File: config.mk
export PLATFORM = sky130hd
export DESIGN_NAME = sonar_m_of_n_obstacle_detector
export DESIGN_NICKNAME = d
export VERILOG_FILES = /design/src/sonar_mofn_pkg.sv /design/src/sonar_m_of_n_obstacle_detector.sv
export SDC_FILE = /design/constraint.sdc
export NUM_CORES = 1
export LEC_CHECK = 0
export BUFFER_PORTS_ARGS = -buffer_cell sky130_fd_sc_hd__buf_2
export CELL_PAD_IN_SITES_DETAIL_PLACEMENT = 1
export CELL_PAD_IN_SITES_GLOBAL_PLACEMENT = 1
export CORE_UTILIZATION = 47
export CTS_CLUSTER_DIAMETER = 60
export DETAILED_ROUTE_END_ITERATION = 12
export GPL_TIMING_DRIVEN = 0
export PLACE_DENSITY_LB_ADDON = 0.1
export SETUP_SLACK_MARGIN = 0.05
export SYNTH_ARGS = -nofsm -noshare
export SYNTH_HDL_FRONTEND = slang
export SYNTH_SLANG_ARGS = --single-unit
File: constraint.sdc
create_clock -name aclk -period 3.1 [get_ports aclk]
set_input_delay 0.155 -clock aclk [delete_from_list [all_inputs] [get_ports aclk]]
set_output_delay 0.155 -clock aclk [all_outputs]
set_load 0.02 [all_outputs]
File: src/sonar_mofn_pkg.sv
// ----------------------------------------------------------------------------
// sonar_mofn_pkg
// Shared types and constants for the sonar M-of-N obstacle detector:
// beat structs, operation codes and configuration register indexes.
// ----------------------------------------------------------------------------
package sonar_mofn_pkg;

    // Field widths fixed by the interface
    localparam int DIST_W    = 16;
    localparam int MATCH_W   = 4;
    localparam int HOLDOFF_W = 7;
    localparam int TICK_W    = 8;
    localparam int CFG_IDX_W = 2;
    localparam int CFG_DAT_W = 16;

    // Operation codes carried in the op field
    localparam logic OP_TICK   = 1'b0;
    localparam logic OP_SAMPLE = 1'b1;

    // Configuration register indexes
    localparam logic [CFG_IDX_W-1:0] REG_DIST_THR  = 2'd0;
    localparam logic [CFG_IDX_W-1:0] REG_MATCH_THR = 2'd1;
    localparam logic [CFG_IDX_W-1:0] REG_HOLDOFF   = 2'd2;
    localparam logic [CFG_IDX_W-1:0] REG_ENABLE    = 2'd3;

    // Input beat
    typedef struct packed {
        logic              op;
        logic [DIST_W-1:0] distance;
    } in_item_t;

    // Result beat
    typedef struct packed {
        logic sample_taken;
        logic obstacle_found;
        logic stop_robot;
        logic request_armed;
    } out_item_t;

endpackage

File: src/sonar_m_of_n_obstacle_detector.sv
// ----------------------------------------------------------------------------
// sonar_m_of_n_obstacle_detector
// Tick-paced sample gating and M-of-N near-distance detection over a ring
// of recent sonar distances held in a synchronous memory with one write and one read port.
// ----------------------------------------------------------------------------
// A tick beat or a dropped sample (no request armed) is answered straight from
// the idle state. A stored sample is accepted and written into the ring; the
// ring of HISTORY_DEPTH entries (8 by default) is then walked through the
// memory read port one entry per cycle, and the result is compared and posted
// once the output register is free. A new beat is accepted whenever the block
// is idle and the output register is empty or being drained in the same cycle.
// Reset clears the ring at once through per-entry valid bits, so there is no
// clearing pass.
// ----------------------------------------------------------------------------
module sonar_m_of_n_obstacle_detector #(
    parameter int HISTORY_DEPTH = 8
) (
    input  logic                                    aclk,
    input  logic                                    aresetn,

    input  logic                                    s_valid,
    output logic                                    s_ready,
    input  sonar_mofn_pkg::in_item_t                s_data,

    output logic                                    m_valid,
    input  logic                                    m_ready,
    output sonar_mofn_pkg::out_item_t               m_data,

    input  logic                                    cfg_wr_en,
    input  logic [sonar_mofn_pkg::CFG_IDX_W-1:0]    cfg_wr_index,
    input  logic [sonar_mofn_pkg::CFG_DAT_W-1:0]    cfg_wr_data
);

    localparam int SLOT_W = (HISTORY_DEPTH > 1) ? $clog2(HISTORY_DEPTH) : 1;
    localparam int CNT_W  = $clog2(HISTORY_DEPTH + 1);
    localparam int CMP_W  = (CNT_W > sonar_mofn_pkg::MATCH_W) ? CNT_W
                                                             : sonar_mofn_pkg::MATCH_W;
    localparam int DW     = sonar_mofn_pkg::DIST_W;

    typedef enum logic [1:0] {
        ST_IDLE,
        ST_SCAN,
        ST_EVAL
    } state_t;

    // Control state
    state_t                               state_reg,   state_next;
    logic [DW-1:0]                        dist_thr_reg, dist_thr_next;
    logic [sonar_mofn_pkg::MATCH_W-1:0]   match_thr_reg, match_thr_next;
    logic [sonar_mofn_pkg::HOLDOFF_W-1:0] holdoff_ticks_reg, holdoff_ticks_next;
    logic                                 enable_reg,  enable_next;
    logic [SLOT_W-1:0]                    slot_reg,    slot_next;
    logic [sonar_mofn_pkg::TICK_W-1:0]    tick_reg,    tick_next;
    logic [sonar_mofn_pkg::HOLDOFF_W-1:0] holdoff_reg, holdoff_next;
    logic                                 request_reg, request_next;
    logic [HISTORY_DEPTH-1:0]             vld_reg,     vld_next;
    logic [CNT_W-1:0]                     scan_reg,    scan_next;
    logic [CNT_W-1:0]                     near_reg,    near_next;
    logic                                 rd_pend_reg, rd_pend_next;
    logic                                 m_valid_reg, m_valid_next;
    sonar_mofn_pkg::out_item_t            m_data_reg,  m_data_next;

    // History memory and its registered read port
    logic [DW-1:0]                        hist_mem [HISTORY_DEPTH];
    logic [DW-1:0]                        rd_data_reg;
    logic                                 rd_vld_reg;

    logic                                 out_free;
    logic                                 accept;
    logic                                 mem_we;
    logic                                 rd_en;
    logic [SLOT_W-1:0]                    rd_addr;
    logic                                 hit;
    logic                                 found;
    logic [sonar_mofn_pkg::TICK_W-1:0]    tick_inc;

    assign out_free = !m_valid_reg || m_ready;
    assign s_ready  = (state_reg == ST_IDLE) && out_free;
    assign accept   = s_valid && s_ready;
    assign rd_addr  = scan_reg[SLOT_W-1:0];
    assign m_valid  = m_valid_reg;
    assign m_data   = m_data_reg;

    // Near test on the entry returned by the memory
    assign hit = rd_pend_reg && rd_vld_reg && (rd_data_reg != '0)
                 && (rd_data_reg < dist_thr_reg);
    assign found = (CMP_W'(near_reg) >= CMP_W'(match_thr_reg));
    assign tick_inc = tick_reg + 1'b1;

    // Next-state logic
    always_comb begin
        state_next         = state_reg;
        dist_thr_next      = dist_thr_reg;
        match_thr_next     = match_thr_reg;
        holdoff_ticks_next = holdoff_ticks_reg;
        enable_next        = enable_reg;
        slot_next          = slot_reg;
        tick_next          = tick_reg;
        holdoff_next       = holdoff_reg;
        request_next       = request_reg;
        vld_next           = vld_reg;
        scan_next          = scan_reg;
        near_next          = near_reg;
        rd_pend_next       = 1'b0;
        m_valid_next       = m_valid_reg;
        m_data_next        = m_data_reg;
        mem_we             = 1'b0;
        rd_en              = 1'b0;

        // Result register drains
        if (m_valid_reg && m_ready) begin
            m_valid_next = 1'b0;
        end

        // Configuration writes
        if (cfg_wr_en) begin
            unique case (cfg_wr_index)
                sonar_mofn_pkg::REG_DIST_THR:  dist_thr_next = cfg_wr_data[DW-1:0];
                sonar_mofn_pkg::REG_MATCH_THR:
                    match_thr_next = cfg_wr_data[sonar_mofn_pkg::MATCH_W-1:0];
                sonar_mofn_pkg::REG_HOLDOFF:
                    holdoff_ticks_next = cfg_wr_data[sonar_mofn_pkg::HOLDOFF_W-1:0];
                sonar_mofn_pkg::REG_ENABLE:    enable_next = cfg_wr_data[0];
                default: ;
            endcase
        end

        unique case (state_reg)
            ST_IDLE: begin
                if (accept) begin
                    if (s_data.op == sonar_mofn_pkg::OP_TICK) begin
                        // Tick: count, arm a request past the holdoff
                        if (tick_inc > {1'b0, holdoff_reg}) begin
                            tick_next    = '0;
                            holdoff_next = '0;
                            request_next = 1'b1;
                        end else begin
                            tick_next = tick_inc;
                        end
                        m_valid_next = 1'b1;
                        m_data_next  = '{sample_taken: 1'b0, obstacle_found: 1'b0,
                                         stop_robot: 1'b0,
                                         request_armed: (tick_inc > {1'b0, holdoff_reg})
                                                        || request_reg};
                    end else if (request_reg) begin
                        // Store sample, then walk the ring
                        mem_we            = 1'b1;
                        vld_next[slot_reg] = 1'b1;
                        slot_next = (slot_reg == SLOT_W'(HISTORY_DEPTH - 1)) ? '0
                                                                           : slot_reg + 1'b1;
                        request_next = 1'b0;
                        scan_next    = '0;
                        near_next    = '0;
                        state_next   = ST_SCAN;
                    end else begin
                        // Sample dropped, nothing armed
                        m_valid_next = 1'b1;
                        m_data_next  = '{sample_taken: 1'b0, obstacle_found: 1'b0,
                                         stop_robot: 1'b0, request_armed: 1'b0};
                    end
                end
            end

            ST_SCAN: begin
                if (hit) begin
                    near_next = near_reg + 1'b1;
                end
                if (scan_reg < CNT_W'(HISTORY_DEPTH)) begin
                    rd_en        = 1'b1;
                    rd_pend_next = 1'b1;
                    scan_next    = scan_reg + 1'b1;
                end else begin
                    state_next = ST_EVAL;
                end
            end

            ST_EVAL: begin
                if (out_free) begin
                    m_valid_next = 1'b1;
                    m_data_next  = '{sample_taken: 1'b1, obstacle_found: found,
                                     stop_robot: found && enable_reg, request_armed: 1'b0};
                    if (found) begin
                        vld_next     = '0;
                        slot_next    = '0;
                        tick_next    = '0;
                        holdoff_next = holdoff_ticks_reg;
                    end
                    state_next = ST_IDLE;
                end
            end

            default: state_next = ST_IDLE;
        endcase
    end

    // Control and result registers
    always_ff @(posedge aclk) begin
        if (!aresetn) begin
            state_reg         <= ST_IDLE;
            dist_thr_reg      <= DW'(30);
            match_thr_reg     <= sonar_mofn_pkg::MATCH_W'(3);
            holdoff_ticks_reg <= sonar_mofn_pkg::HOLDOFF_W'(30);
            enable_reg        <= 1'b0;
            slot_reg          <= '0;
            tick_reg          <= '0;
            holdoff_reg       <= '0;
            request_reg       <= 1'b0;
            vld_reg           <= '0;
            scan_reg          <= '0;
            near_reg          <= '0;
            rd_pend_reg       <= 1'b0;
            m_valid_reg       <= 1'b0;
        end else begin
            state_reg         <= state_next;
            dist_thr_reg      <= dist_thr_next;
            match_thr_reg     <= match_thr_next;
            holdoff_ticks_reg <= holdoff_ticks_next;
            enable_reg        <= enable_next;
            slot_reg          <= slot_next;
            tick_reg          <= tick_next;
            holdoff_reg       <= holdoff_next;
            request_reg       <= request_next;
            vld_reg           <= vld_next;
            scan_reg          <= scan_next;
            near_reg          <= near_next;
            rd_pend_reg       <= rd_pend_next;
            m_valid_reg       <= m_valid_next;
        end
        m_data_reg <= m_data_next;
    end

    // History memory: one write, one registered read per cycle
    always_ff @(posedge aclk) begin
        if (mem_we) begin
            hist_mem[slot_reg] <= s_data.distance;
        end
        if (rd_en) begin
            rd_data_reg <= hist_mem[rd_addr];
            rd_vld_reg  <= vld_reg[rd_addr];
        end
    end

endmodule

==> summary.txt, run 1 <==
Status
  – Status: finished, final reports clean

Routing
  – Wire per inst: 20.29 microns
  – Via-per-instance ratio: 5.425
  – Initial drt markers: 271
  – Routed Antenna Nets: 0
  – Residual DRC count: 0
  – Detailed Route WL: 20.06 mm
  – Total vias in the final route: 5365
  – Pre-antenna DRT Iters: 4

Worst setup path
  – R2R Setup Slk: 280 ps
  – Startpoint types: register
  – CP max stage cell: dfxtp_1
  – CP endpoint kind: register
  – Reg-to-reg endpoint: holdoff_reg[1]
  – CP max stage delay: 440 ps
  – CP Data Arrival Time: 3220 ps
  – Critical path fanouts, max: 6
  – WP data required: 3500 ps
  – Crit path kind: reg2reg
  – Worst R2R Path Depth: 10
  – Crit-path cells: ha_1 > nand2_1 > nor2_1 > xor2_1 > ha_1 > and3_1 > and3_1 > a211o_1 > a41o_2 > a22o_1
  – Reg2reg start: tick_reg[0]

Final layout
  – Fillers: 1796
  – Share of post-route cells with drive strength above 1: 22.78%
  – N_diodes: 0
  – Design area: 10860 sq um
  – Register area: 5816 sq um
  – Layout area overhead: 21.20%
  – Most common cell after layout, fill and taps aside: edfxtp_1
  – Final nets: 809
  – Area of the multi-input gates: 2935 sq um
  – Commonest cells after routing, fill and taps aside: edfxtp_1 (149), dfxtp_1 (67), buf_2 (53)
  – Finished Core Util: 58.05%
  – Final non-filler cell total: 989
  – Max reg flops: 128

Hold path
  – Worst hold path class: in2reg
  – Worst hold start: s_valid
  – Hold Path Sink: request_reg
  – Hold path cells: 3

GRT
  – Met1 GRT Util: 26.41%
  – Met2 usage: 37.84%
  – Grt peak-use layer: met2
  – GRT Overall Usage: 21.28%
  – Largest net degree at the start of global routing: 22
  – Gr ovfl total: 0
  – Global-route wire length before repair: 31.75 mm
  – Initial antenna violation count: 0
  – M3 GR Usage: 3.282%
  – Vias in the first global route: 5846

Synthesis
  – EDFF count, synth: 149
  – YS warnings: 0
  – Netlist cell types: 54
  – Synthesized Nets: 692
  – Sequential element share of the synthesized area: 64.92%
  – Synthesized area: 8959 sq um
  – Post-synthesis cell count: 621
  – Ys async rst share: 0%
  – Most used DFF post-synth: edfxtp_1
  – Syn Area/Cell: 14.43 sq um
  – FF+latch count, synth: 216

Die
  – Die Y: 140.1 microns
  – Core area: 18710 sq um
  – Initial Util: 47.89%
  – IO Count: 46
  – FP Rows: 50
  – Die W: 140.1 microns
  – Total Die Area: 19620 sq um

Power
  – Sw Share: 20.61%
  – Reg power frac: 49.2%
  – Leakage power: 3.954 nW
  – P_int: 5.035 mW
  – Switch Pwr: 1.307 mW
  – Pwr Density: 584.1 nW/um^2
  – Comb power frac: 4.2%
  – Maximum VDD drop: 0.6298 mV
  – Clock network power share: 46.5%

Clocking
  – Num CTS Buffers: 25
  – Worst-Skew Late Latency: 520 ps
  – Clock Tree Buf Depth: 3
  – CTS H-tree lvls: 1
  – Clock Sinks: 216
  – CTS tree: done
  – Clock root cell: clkbuf_16
  – Post-CTS Setup Bufs: 0
  – Clk slew on worst S/H paths: 60 ps

Timing
  – Max_slew headroom: 23.85%
  – Final setup violation count: 0
  – RSZ-0062 raised after global routing: no
  – Count of pins over their slew limit: 0
  – Slew @ Worst Pin: 1142 ps
  – Final min period: 2821 ps
  – Hold Fails Final Rpt: 0
  – F_max: 0.3545 GHz
  – Crit share post-route: 91.01%
  – Clock skew: 8.471 ps
  – Final worst setup slack: 278.8 ps

Placed design
  – Post-Place Setup Slack: 311.5 ps
  – DP Area: 9666 sq um
  – Routability cong.: 0.8115
  – PortBufs: 45
  – Hpwl dp: 13.95 mm
  – Placed cell count: 909

Job
  – Max-cap violation count: 0
==> synth_stat cells (3+ instances only) <==
cell type | count | area (sq um)
edfxtp_1 | 149 | 4474
dfxtp_1 | 67 | 1341
nand2_1 | 52 | 195.2
nor2_1 | 47 | 176.4
mux4_2 | 34 | 765.7
ha_1 | 31 | 387.9
inv_1 | 31 | 116.4
a21oi_1 | 26 | 130.1
mux2_2 | 18 | 202.7
clkbuf_1 | 15 | 56.30
mux2i_1 | 14 | 140.1
a22o_1 | 11 | 96.34
nand2b_1 | 11 | 68.82
a21o_1 | 8 | 60.06
buf_2 | 8 | 40.04
nand3_1 | 8 | 40.04
nor3_1 | 8 | 40.04
and3_1 | 6 | 37.54
a31oi_1 | 5 | 31.28
nand4_1 | 5 | 31.28
nor4_1 | 5 | 31.28
o21ai_0 | 5 | 25.02
a211o_1 | 4 | 35.03
and2_1 | 4 | 25.02
o211ai_1 | 4 | 30.03
a32o_1 | 3 | 30.03
buf_1 | 3 | 11.26
nor2b_1 | 3 | 18.77
xnor2_1 | 3 | 26.28
xor2_1 | 3 | 26.28
==> final cells by class <==
cell class	count	share of cell area, %
inverter	32	1.106
tap	234	2.696
clock inverter	18	1.867
multi-input combinational	346	27.03
timing repair buffer	90	6.845
clock buffer	26	5.796
sequential	216	53.56
buffer	27	1.095
==> worst max path at each step <==
stage,slack [ps],from,cells past startpoint,endpoint
5_1_grt,80,tick_reg[0],10,holdoff_reg[5]
3_3_place_gp,-830,state_reg[1],4,hist_mem[2][9]
4_1_cts,280,tick_reg[0],10,holdoff_reg[5]
3_5_place_dp,310,tick_reg[0],10,holdoff_reg[5]
2_1_floorplan,100,m_valid,4,hist_mem[2][0]
6_report,280,tick_reg[0],10,holdoff_reg[1]
==> cell families after synthesis <==
| logic type | count (synthesis) | synth area share, % |
|---|---|---|
| XOR/XNOR | 6 | 0.5867 |
| AND/OR/NAND/NOR | 161 | 8.492 |
| buffers and inverters | 59 | 2.667 |
| adder cells (fa/ha/maj) | 31 | 4.330 |
| AO/OA/AOI/OAI | 82 | 6.634 |
| flip-flops | 216 | 64.92 |
| multiplexers | 66 | 12.37 |
==> power groups by stage <==
stage	registers, mW	clock network, mW	logic [mW]
after global routing	3.12	3.12	0.299
final	3.12	2.95	0.269
after detailed placement	3.18	0	0.236
after floorplan	3.18	0	0.130
after CTS	3.12	3.03	0.273
after global placement	3.18	0	0.220
==> metrics by stage <==
stage / power [mW] / hold slack (ps) / TNS (ps)
after floorplan: 3.314 / 253.9 / 0
after detailed placement: 3.418 / 408.5 / 0
after global routing: 6.538 / 57.71 / 0
after global placement: 3.401 / 391.3 / -18740
final: 6.343 / 48.71 / 0
after CTS: 6.420 / 29.44 / 0
==> what timing repair did <==
action                                 in CTS  in global routing
hold buffers                               36                  0
resized for setup                           0                  0
endpoints found under the hold margin     158                  0
==> critical path, delay by kind of cell (launching register included) <==
kind	cells	cell delay, ps
AO/OA/AOI/OAI	3	900
AND/OR/NAND/NOR	4	630
adder cells (fa/ha/maj)	2	530
flip-flops	1	440
XOR/XNOR	1	220
==> metal layers <==
layer  vias to the layer above  part of all wire (%)
li1                       2577                     -
met1                      2667                    44
met2                        87                    51
met3                        34                   3.2
met4                         0                   2.3
met5                         -                     0
Note: power is estimated with default switching activity, not from simulation.
==> run 2, diff against run 1 <==
Settings changed: CORE_ASPECT_RATIO set to 0.6.
==> run 2 against run 1 <==
Worst hold slack worse by 26 ps. Via count is 3.4% higher. Design area fell by 1.6%. Register-to-register slack got worse by 110 ps. Die area barely moved. Maximum frequency decreased by 3.6%. Critical endpoint is now holdoff_reg[6]. Cell count down 0.51%. Routed wire length rose by 7.8%. Clock skew is 2.4 ps higher.
==> summary.txt, run 2 (synthesized netlist as in run 1, its figures left out) <==
Routing
  – Detailed Route WL: 21.64 mm
  – Via-per-instance ratio: 5.637
  – Routed Antenna Nets: 0
  – Initial drt markers: 526
  – Pre-antenna DRT Iters: 7
  – Residual DRC count: 0
  – Total vias in the final route: 5547
  – Wire per inst: 21.99 microns

Timing
  – Count of pins over their slew limit: 0
  – Clock skew: 10.88 ps
  – Max_slew headroom: 23.21%
  – Final min period: 2927 ps
  – Final setup violation count: 0
  – Crit share post-route: 94.43%
  – RSZ-0062 raised after global routing: no
  – Hold Fails Final Rpt: 0
  – F_max: 0.3416 GHz
  – Slew @ Worst Pin: 1152 ps

Worst setup path
  – WP data required: 3480 ps
  – CP Data Arrival Time: 3300 ps
  – Crit path kind: reg2reg
  – Startpoint types: register
  – CP endpoint kind: register
  – R2R Setup Slk: 170 ps
  – Critical path fanouts, max: 6

Final layout
  – N_diodes: 0
  – Fillers: 1754
  – Layout area overhead: 19.23%
  – Commonest cells after routing, fill and taps aside: edfxtp_1 (149), dfxtp_1 (66), buf_2 (53)
  – Share of post-route cells with drive strength above 1: 22.18%
  – Design area: 10680 sq um
  – Max reg flops: 128
  – Final nets: 802
  – Finished Core Util: 58.20%
  – Most common cell after layout, fill and taps aside: edfxtp_1

Power
  – Leakage power: 3.867 nW
  – Pwr Density: 549.0 nW/um^2
  – Maximum VDD drop: 0.3587 mV

Die
  – Die W: 180.2 microns
  – Die Y: 108.9 microns
  – Initial Util: 48.81%
  – Total Die Area: 19630 sq um
  – FP Rows: 38
  – IO Count: 46
  – Core area: 18350 sq um

Clocking
  – Clock Tree Buf Depth: 3
  – Num CTS Buffers: 21
  – CTS H-tree lvls: 1
  – Worst-Skew Late Latency: 500 ps
  – Clock Sinks: 216
  – CTS tree: done
  – Clock root cell: clkbuf_16
  – Clk slew on worst S/H paths: 60 ps

Placed design
  – Hpwl dp: 15.45 mm
  – DP Area: 9686 sq um
  – PortBufs: 45
  – Routability cong.: 0.8112

GRT
  – Vias in the first global route: 5823
  – Initial antenna violation count: 0
  – GRT Overall Usage: 22.94%
  – Largest net degree at the start of global routing: 22
  – Gr ovfl total: 0
  – Global-route wire length before repair: 33.53 mm

Job
  – Max-cap violation count: 0

Status
  – Status: finished, final reports clean

Hold path
  – Worst hold path class: in2reg
run 2: where the power goes:
| part | switching [mW] | internal, mW | leakage, nW | total, mW |
|---|---|---|---|---|
| clock | 1.04 | 1.43 | 0.318 | 2.47 |
| combinational | 0.156 | 0.119 | 1.66 | 0.275 |
| sequential | 0.0147 | 3.11 | 1.89 | 3.12 |
run 2: final cells by class:
class / instances / area [sq um] / share of cell area (%)
sequential: 216 / 5817 / 54.46
timing repair buffer: 87 / 733.2 / 6.864
tap: 240 / 300.3 / 2.811
clock inverter: 10 / 97.59 / 0.9137
inverter: 32 / 120.1 / 1.125
multi-input combinational: 346 / 2940 / 27.53
buffer: 27 / 118.9 / 1.113
clock buffer: 26 / 554.3 / 5.189
run 2: routing by layer:
metal | part of all wire, % | GRT usage, % | wire (microns)
met1 | 50 | 35.08 | 10820
met2 | 44 | 34.72 | 9437
met3 | 4.9 | 3.674 | 1070
met4 | 1.4 | 4.640 | 312
met5 | 0 | 0 | 0
run 2: critical path, cell delays in order, from the launching register on:
cell,delay (ps)
dfxtp_1,390
ha_1,230
nand2_1,120
nor2_1,150
xor2_1,240
ha_1,300
and3_1,210
and3_1,180
a211o_1,330
a41o_2,390
a22o_1,260
run 2: final timing paths:
path	start	end	cells after the start
worst max-delay path	tick_reg[1]	holdoff_reg[6]	10
worst min-delay path	aresetn	dist_thr_reg[0]	3
worst max register to register	tick_reg[1]	holdoff_reg[6]	10
worst min register to register	dist_thr_reg[10]	dist_thr_reg[10]	2
run 2: stage by stage:
step	cells	setup WS [ps]	power, mW	TNS, ps	hold slack (ps)
final	984	172.7	5.864	0	22.91
after global routing	984	68.64	6.043	0	22.62
after CTS	983	77.93	5.931	0	7.675
after detailed placement	914	145.1	3.424	0	414.7
after global placement	906	-727.7	3.406	-17970	399.8
after floorplan	621	100.9	3.314	0	253.9
run 2: what timing repair did:
item                                   in CTS  in global routing
endpoints found under the hold margin     157                  0
gates resized for setup                     0                  2
hold buffers                               33                  0
setup endpoints to repair                   0                 11
setup buffers                               0                  1
